## config.mk

```make
export PLATFORM = sky130hd
export DESIGN_NAME = drop_oldest_status_ring_core
export DESIGN_NICKNAME = d
export VERILOG_FILES = /design/src/rtl/dosr_pkg.sv /design/src/rtl/drop_oldest_status_ring_core.sv
export SDC_FILE = /design/constraint.sdc
export NUM_CORES = 1
export LEC_CHECK = 0
export BUFFER_PORTS_ARGS = -buffer_cell sky130_fd_sc_hd__buf_2
export CAP_MARGIN = 40
export CORE_UTILIZATION = 60
export DETAILED_ROUTE_END_ITERATION = 6
export PLACE_DENSITY_LB_ADDON = 0.12
export SYNTH_ARGS = -nofsm -noshare
export SYNTH_HDL_FRONTEND = slang
export SYNTH_SLANG_ARGS = --single-unit
```

## constraint.sdc

```tcl
create_clock -name clock -period 8.38 [get_ports clock]
set_input_delay 0.419 -clock clock [delete_from_list [all_inputs] [get_ports clock]]
set_output_delay 0.419 -clock clock [all_outputs]
set_load 0.01 [all_outputs]
```

## src/rtl/dosr_pkg.sv

```systemverilog
// Package with the item types, commands and sizing constants of the status ring.
package dosr_pkg;

   // Ring sizing: one slot always stays empty, so the ring holds QUEUE_DEPTH-1 entries.
   localparam int QUEUE_DEPTH = 16;
   localparam int ENTRY_WIDTH = 64;
   localparam int IDX_W       = (QUEUE_DEPTH > 1) ? $clog2(QUEUE_DEPTH) : 1;

   // Fixed field widths of the channels.
   localparam int CMD_W   = 2;
   localparam int WORD_W  = 64;
   localparam int OCC_W   = 4;

   // Command codes; the fourth code is unused and changes nothing.
   typedef enum logic [CMD_W-1:0] {
      CMD_PUSH  = 2'd0,
      CMD_POP   = 2'd1,
      CMD_FLUSH = 2'd2
   } cmd_type;

   // Input item.
   typedef struct packed {
      logic [CMD_W-1:0]  cmd;
      logic [WORD_W-1:0] entry_word;
   } req_type;

   // Result item.
   typedef struct packed {
      logic [WORD_W-1:0] entry_out;
      logic              entry_valid;
      logic              dropped_oldest;
      logic [OCC_W-1:0]  occupancy;
   } rsp_type;

endpackage

```

## src/rtl/drop_oldest_status_ring_core.sv

```systemverilog
// Top level of the drop-oldest status ring: input register, ring update and result register.
//
//   Channel | Ports                            | Direction | Item
//   --------+----------------------------------+-----------+-------------------------------
//   req     | req_valid, req_ready, req_data   | in        | command and entry word
//   rsp     | rsp_valid, rsp_ready, rsp_data   | out       | entry, flags and occupancy
//
// An item waits in the input register and then moves to the result register, where
// the ring indices and the entry store are updated in the same edge.
// One item per cycle is sustained while the result side does not stall.
// Reset clears both indices and the valid flags; the entry store is not cleared.
// A stalled result holds the input register, and req_ready then drops.
module drop_oldest_status_ring_core (
   input  logic             clock,
   input  logic             reset,
   input  logic             req_valid,
   output logic             req_ready,
   input  dosr_pkg::req_type req_data,
   output logic             rsp_valid,
   input  logic             rsp_ready,
   output dosr_pkg::rsp_type rsp_data
);

   localparam int IDX_W = dosr_pkg::IDX_W;
   localparam logic [IDX_W-1:0] LAST_IDX = IDX_W'(dosr_pkg::QUEUE_DEPTH - 1);

   // Entry store, written on push and read on pop.
   logic [dosr_pkg::ENTRY_WIDTH-1:0] entry_store [dosr_pkg::QUEUE_DEPTH];

   // Input register stage.
   logic             stage_valid_ff;
   logic             stage_valid_in;
   dosr_pkg::req_type stage_data_ff;

   // Ring indices.
   logic [IDX_W-1:0] write_idx_ff;
   logic [IDX_W-1:0] write_idx_in;
   logic [IDX_W-1:0] read_idx_ff;
   logic [IDX_W-1:0] read_idx_in;

   // Result register.
   logic             rsp_valid_ff;
   logic             rsp_valid_in;
   dosr_pkg::rsp_type rsp_data_ff;

   logic             advance;
   logic             full;
   logic             pop_ok;
   logic             push_op;
   logic             dropped;
   logic [IDX_W-1:0] held;
   logic [IDX_W-1:0] held_after;
   logic [IDX_W-1:0] next_write;
   logic [IDX_W-1:0] next_read;

   // Index advance with wrap at the ring depth.
   function automatic logic [IDX_W-1:0] wrap_inc(input logic [IDX_W-1:0] idx);
      wrap_inc = (idx == LAST_IDX) ? '0 : idx + 1'b1;
   endfunction

   // Entries held between a read and a write index.
   function automatic logic [IDX_W-1:0] held_count(input logic [IDX_W-1:0] wr,
                                                   input logic [IDX_W-1:0] rd);
      logic [IDX_W:0] diff;
      diff = {1'b0, wr} - {1'b0, rd};
      if (wr < rd) begin
         diff = diff + (IDX_W+1)'(dosr_pkg::QUEUE_DEPTH);
      end
      held_count = diff[IDX_W-1:0];
   endfunction

   // Handshakes: the stage moves on when the result register is free or being taken.
   assign advance        = stage_valid_ff && (!rsp_valid_ff || rsp_ready);
   assign req_ready      = !stage_valid_ff || advance;
   assign stage_valid_in = req_valid ? 1'b1 : (stage_valid_ff && !advance);
   assign rsp_valid_in   = advance ? 1'b1 : (rsp_valid_ff && !rsp_ready);
   assign rsp_valid      = rsp_valid_ff;
   assign rsp_data       = rsp_data_ff;

   // Ring update for the item in the input register.
   assign held       = held_count(write_idx_ff, read_idx_ff);
   assign full       = (held == LAST_IDX);
   assign next_write = wrap_inc(write_idx_ff);
   assign next_read  = wrap_inc(read_idx_ff);

   always_comb begin
      write_idx_in = write_idx_ff;
      read_idx_in  = read_idx_ff;
      pop_ok       = 1'b0;
      push_op      = 1'b0;
      dropped      = 1'b0;
      case (dosr_pkg::cmd_type'(stage_data_ff.cmd))
         dosr_pkg::CMD_PUSH: begin
            push_op      = 1'b1;
            dropped      = full;
            write_idx_in = next_write;
            if (full) begin
               read_idx_in = next_read;
            end
         end
         dosr_pkg::CMD_POP: begin
            if (read_idx_ff != write_idx_ff) begin
               pop_ok      = 1'b1;
               read_idx_in = next_read;
            end
         end
         dosr_pkg::CMD_FLUSH: begin
            read_idx_in = write_idx_ff;
         end
         default: begin
         end
      endcase
      held_after = held_count(write_idx_in, read_idx_in);
   end

   // Control registers.
   always_ff @(posedge clock) begin
      if (reset) begin
         stage_valid_ff <= 1'b0;
         rsp_valid_ff   <= 1'b0;
         write_idx_ff   <= '0;
         read_idx_ff    <= '0;
      end else begin
         stage_valid_ff <= stage_valid_in;
         rsp_valid_ff   <= rsp_valid_in;
         if (advance) begin
            write_idx_ff <= write_idx_in;
            read_idx_ff  <= read_idx_in;
         end
      end
   end

   // Input register payload.
   always_ff @(posedge clock) begin
      if (req_valid && req_ready) begin
         stage_data_ff <= req_data;
      end
   end

   // Entry store write on push.
   always_ff @(posedge clock) begin
      if (advance && push_op) begin
         entry_store[write_idx_ff] <=
            stage_data_ff.entry_word[dosr_pkg::ENTRY_WIDTH-1:0];
      end
   end

   // Result register, with the popped entry read straight from the store.
   always_ff @(posedge clock) begin
      if (advance) begin
         rsp_data_ff.entry_out      <= pop_ok ?
            dosr_pkg::WORD_W'(entry_store[read_idx_ff]) : '0;
         rsp_data_ff.entry_valid    <= pop_ok;
         rsp_data_ff.dropped_oldest <= dropped;
         rsp_data_ff.occupancy      <= dosr_pkg::OCC_W'(held_after);
      end
   end

endmodule

```

== Word-level counts from Yosys, hierarchy flattened ==
Memories as Yosys holds them, arrays and structs flattened. A register that Yosys moved wholly into a read port is not among the register bits.
Cells that the tools add are included.
W data, S select, Z words.

* Register bits: 82
* Bits in writable memories: 1024
* Input port bits: 70
* Memories: 1

{| class="wikitable"
|+ Memory list
! memory !! depth !! width !! rd ports !! clocked after Yosys merged registers in !! wr ports !! RTL line !! text
|-
| entry_store || 16 || 64 || 1 || 1 || 1 || drop_oldest_status_ring_core.sv:28 || <nowiki>logic [dosr_pkg::ENTRY_WIDTH-1:0] entry_store [dosr_pkg::QUEUE_DEPTH];</nowiki>
|}

* $add $sub $neg: 6
* Order comparisons: 2
* Eq/ne operators: 6
* Mux-type cells: 15
* Reductions and logical operators: 13

{| class="wikitable"
|+ Operators by type and width
! kind !! number
|-
| $mux W4 || 7
|-
| $add A4 B1 Y4 const B || 4
|-
| $eq A4 B4 Y1 const B || 3
|-
| $pmux W4 S3 || 1
|-
| $lt A4 B4 Y1 || 2
|-
| $sub A4 B4 Y4 || 2
|-
| $mux W1 || 7
|-
| $logic_and A1 B1 Y1 || 5
|-
| $logic_not A1 Y1 || 5
|-
| $ne A4 B4 Y1 || 1
|-
| $eq A2 B1 Y1 const B || 1
|-
| $eq A2 B2 Y1 const B || 1
|-
| $logic_not A2 Y1 || 1
|-
| $logic_or A1 B1 Y1 || 2
|}

== Depth between registers and ports, before layout ==
* Word-level depth: 9
* Mapped depth: 17
* Depth with buffers taken out: 16

== Least setup slack after synthesis ==
No wires, ideal clock.

* Path type: register -> register
* Start: reg read_idx_ff[2]
* End: reg rsp_data_ff, in the netlist rsp_data[3] (data pin)
* Library setup time: 0.261 ns
* Arrival: 3.224 ns
* Required time: 8.119 ns
* Setup slack: 4.894 ns
* Stages on the path, launching flop included: 17
* Path buffers: 4
* Clock period less this slack: 3.486 ns
* Cell sequence: dfxtp_1 clkbuf_1 inv_1 buf_2 buf_2 ha_1 nand3_1 o21ai_0 clkbuf_1 o22ai_1 a21oi_1 nand2_1 ha_1 a21o_1 a21oi_1 xor2_1 xnor2_1

* Cells in the longest elaborated chain, start to end: 9
* Elaborated cells on any way between the ends: 16

{| class="wikitable"
|+ RTL lines
! element !! RTL line !! text
|-
| start, declared || drop_oldest_status_ring_core.sv:38 || <nowiki>logic [IDX_W-1:0] read_idx_ff;</nowiki>
|-
| start signal, assigned || drop_oldest_status_ring_core.sv:128 || <nowiki>read_idx_ff <= read_idx_in;</nowiki>
|-
| $sub A4 B4 Y4 || drop_oldest_status_ring_core.sv:65 || <nowiki>diff = {1'b0, wr} - {1'b0, rd};</nowiki>
|-
| $add A4 B1 Y4 || drop_oldest_status_ring_core.sv:67 || <nowiki>diff = diff + (IDX_W+1)'(dosr_pkg::QUEUE_DEPTH);</nowiki>
|-
| $mux W4 || drop_oldest_status_ring_core.sv:66 || <nowiki>if (wr < rd) begin</nowiki>
|-
| $eq A4 B4 Y1 || drop_oldest_status_ring_core.sv:82 || <nowiki>assign full = (held == LAST_IDX);</nowiki>
|-
| $mux W4 || drop_oldest_status_ring_core.sv:97 || <nowiki>if (full) begin</nowiki>
|-
| $pmux W4 S3 * || drop_oldest_status_ring_core.sv:92 || <nowiki>case (dosr_pkg::cmd_type'(stage_data_ff.cmd))</nowiki>
|-
| $sub A4 B4 Y4 || drop_oldest_status_ring_core.sv:65 ||
|-
| $add A4 B1 Y4 || drop_oldest_status_ring_core.sv:67 ||
|-
| $mux W4 * || drop_oldest_status_ring_core.sv:66 ||
|-
| named net held_after[3] || drop_oldest_status_ring_core.sv:52 || <nowiki>logic [IDX_W-1:0] held_after;</nowiki>
|-
| end, declared || drop_oldest_status_ring_core.sv:44 || <nowiki>dosr_pkg::rsp_type rsp_data_ff;</nowiki>
|}

Mark *: on every way through the listed nets, which the timed path passes. The rest lies on a longest branch.
A chain may end at the register's enable or synchronous reset.

== Final worst setup path ==
* Start: reg stage_data_ff[64] (netlist name)
* End: mem entry_store[3][36] (netlist name), enable pin

* Cells in the longest elaborated chain, start to end: 5

{| class="wikitable"
|+ RTL lines
! element !! RTL line !! text
|-
| start, declared || drop_oldest_status_ring_core.sv:33 || <nowiki>dosr_pkg::req_type stage_data_ff;</nowiki>
|-
| start signal, assigned || drop_oldest_status_ring_core.sv:136 || <nowiki>stage_data_ff <= req_data;</nowiki>
|-
| $logic_not A2 Y1 || drop_oldest_status_ring_core.sv:92 ||
|-
| $mux W1 || drop_oldest_status_ring_core.sv:92 ||
|-
| $logic_and A1 B1 Y1 || drop_oldest_status_ring_core.sv:142 || <nowiki>if (advance && push_op) begin</nowiki>
|-
| $mux W1 || drop_oldest_status_ring_core.sv:142 ||
|-
| $mux W1 (implied by the code) || drop_oldest_status_ring_core.sv:143 || <nowiki>entry_store[write_idx_ff] <=</nowiki>
|-
| end, declared || drop_oldest_status_ring_core.sv:28 ||
|}

Every way passes these cells.

==> flow_metrics.tcl <==
set metrics [dict create \
    detailed_place_hpwl_mm 46.8 \
    ant_nets 0 \
    netlist_instances 1797 \
    die_h_um 273 \
    cts_hold_buffers 66 \
    num_vias 19900 \
    ctsLongestPathBuffers 3 \
    slew_viol_final 0 \
    cts_tree "yes" \
    rows 99 \
    cts_setup_buffers 0 \
    final_cell_count_no_fill 3126 \
    power_density_nw_per_um2 235 \
    syn-num-nets 1880 \
    clk_latency_ns 0.67 \
    cts_sinks 1170 \
    power_leakage_nw 15.8 \
    netlist_area_um2 44100 \
    hold_class "primary input to register" \
    place_ws_ns 4.38 \
    fillers 4348 \
    finalSetupTns_ns 0 \
    slew_headroom_pct 18.8 \
    tightest_slew_ns 1.22 \
    wl_per_cell_um 30.0 \
    synth_cell_types 47 \
    crit_required_ns 8.67 \
    max_freq_ghz 0.252 \
    synthArstFlopShare_pct 0 \
    layout-drive-gt1-share_pct 31.9 \
    cts_max_level 3 \
    setup_viol 0 \
    hold_viol 0 \
    cts_resized 0 \
    rsz0062_at_grt "false" \
    antenna_found_initial 3 \
    grt_pass1_wl_mm 138 \
    routed_wl_mm 93.9 \
    max_cap_viol_count 0 \
    core_area_um2 72800 \
    dp_cells 2850 \
    cp-start-kind "register" \
    worst_slack_ns 4.41 \
    start_util_pct 60.6 \
    overflow 0 \
    postSynth.topFlopCell "edfxtp_1" \
    cts_buffers 113 \
    route.detailed.drc 0 \
    firstDrtPassIters 5 \
    grt_pass1_vias 20700 \
    grtUsageTotal_pct 25.9 \
    synth_edf_count 1160 \
    die_x_um 273 \
    cp.arrival_ns 4.25 \
    via_per_inst 6.37 \
    area_growth_pct 14.5 \
    final_cell_area_um2 50500 \
    syn_avg_cell_area_um2 24.6 \
    portBuffers 141 \
    clkSlewWorstSetupHoldPaths_ns 0.06 \
    fin_nets 2155 \
    ys_seq_area_share_pct 79.4 \
    fin_crit_sh_pct 47.3 \
    end_kind "register" \
    crit_type "register to register" \
    ys_ff_latch 1170 \
    fin_skew_ns 0.0197 \
    die-area_um2 74700 \
    io_pins 142 \
    grt_max_degree 165 \
    p_total_mw 11.9 \
    period_needed_ns 3.97 \
    synth_warnings 0 \
    vdd_drop_max_mv 0.211 \
    root_buffer "clkbuf_16" \
    place_area_um2 46300 \
    worstPathMaxFanout 33 \
    drtIter0Drc 2254 \
    place.gp.congestion 0.790 \
    status "finished, final reports clean" \
]
==> final cells by class <==
class	instances	area (µm²)	share of cell area (%)
Inverter	11	48.8	0.0966
Clock buffer	137	2980	5.90
Clock inverter	72	607	1.20
Antenna cell	1	2.50	0.00495
Tap cell	959	1200	2.37
Timing Repair Buffer	248	1990	3.94
Multi-Input combinational cell	528	8660	17.1
Sequential cell	1170	35000	69.3
==> final timing paths <==
path / cells after the start / to / start / slack [ns]
setup / recovery: 5 / entry_store[3][36]$_DFFE_PP_ / stage_data_ff[64]$_DFFE_PP_ / 4.41
hold / removal: 1 / stage_data_ff[63]$_DFFE_PP_ / req_data[63] / 0.06
setup reg to reg: 5 / entry_store[3][36]$_DFFE_PP_ / stage_data_ff[64]$_DFFE_PP_ / 4.41
hold reg to reg: 2 / rsp_valid$_SDFF_PP0_ / stage_valid_ff$_SDFF_PP0_ / 0.52
==> cell families after synthesis <==
kind of cell    after synthesis  synth area share (%)
simple gates                136                  1.74
flops                      1170                  79.4
compound gates               47                 0.726
mux                         325                  16.4
xor+xnor                      7                 0.181
buf+inv                      99                  1.14
fa+ha+maj                    13                 0.402
==> worst max-delay path: stages (launching register included) <==
cell and delay (ns):
edfxtp_1 0.59, nor2_1 0.68, nand2_1 0.32, nor3_1 0.57
and2_4 0.71, buf_4 0.68
==> synthesized netlist by cell type, types with 2 or more instances <==
| master | instances | area (µm²) |
|---|---|---|
| nand2_1 | 17 | 63.8 |
| a31oi_1 | 5 | 31.3 |
| edfxtp_1 | 1160 | 34800 |
| inv_1 | 11 | 41.3 |
| mux4_2 | 320 | 7210 |
| a21o_1 | 4 | 30.0 |
| nand3_1 | 4 | 20.0 |
| buf_2 | 19 | 95.1 |
| mux2_2 | 2 | 22.5 |
| xnor2_1 | 2 | 17.5 |
| nor3_1 | 4 | 20.0 |
| mux2i_1 | 3 | 30.0 |
| nor2b_1 | 69 | 432 |
| a21oi_1 | 12 | 60.1 |
| nand2b_1 | 7 | 43.8 |
| dfxtp_1 | 10 | 200 |
| a211oi_1 | 3 | 22.5 |
| xor2_1 | 4 | 35.0 |
| ha_1 | 11 | 138 |
| buf_1 | 7 | 26.3 |
| buf_6 | 8 | 90.1 |
| o21ai_0 | 7 | 35.0 |
| nor2_1 | 14 | 52.6 |
| buf_4 | 13 | 97.6 |
| o211ai_1 | 2 | 15.0 |
| fa_1 | 2 | 40.0 |
| clkbuf_1 | 41 | 154 |
| and2_1 | 17 | 106 |
==> power by group <==
group          total [mW]  internal (mW)  switching (mW)
combinational       0.414          0.213           0.201
clock                4.90           2.80            2.10
sequential           6.58           6.49          0.0897
total                11.9           9.50            2.39
==> sequential cells by signal, summed over array words and instances (netlist names) <==
name,cells
entry_store,1024
read_idx_ff,4
rsp_data,70
rsp_valid,1
stage_data_ff,66
stage_valid_ff,1
write_idx_ff,4
==> placed cells by master (no fill, tap or decap), types with 3 or more instances in the layout <==
master,netlist,layout
buf_16,0,14
mux4_2,320,320
clkinv_2,0,26
a211oi_1,3,3
a21o_1,4,4
buf_12,0,3
buf_4,13,24
nor2b_1,69,69
edfxtp_1,1160,1160
nand2b_1,7,7
nand2_1,17,17
nand3_1,4,4
dfxtp_1,10,7
clkinv_4,0,3
a21oi_1,12,12
clkinvlp_4,0,6
dfxtp_4,0,3
and2_4,0,17
xor2_1,4,4
inv_1,11,9
o21ai_0,7,6
dlygate4sd3_1,0,66
a31oi_1,5,5
clkbuf_16,0,116
buf_2,19,141
clkinv_1,0,25
bufinv_16,0,9
ha_1,11,11
clkbuf_1,41,21
nor2_1,14,14
mux2i_1,3,3
nor3_1,4,4
==> routing by layer <==
| layer | part of all wire (%) | track usage, % |
|---|---|---|
| met1 | 41 | 38.0 |
| met4 | 1.6 | 5.98 |
| met5 | 0.014 | 0 |
| met2 | 50 | 42.1 |
| met3 | 6.9 | 3.81 |
==> through the flow <==
step / util [%] / hold slack [ns]
after global routing: 69.4 / 0.0251
after CTS: 69.4 / 0.0106
final: 69.4 / 0.0557
after global placement: 63.0 / 0.510
after detailed placement: 63.5 / 0.508
after floorplan: - / 0.487
Power figures use the tool's default switching activity.
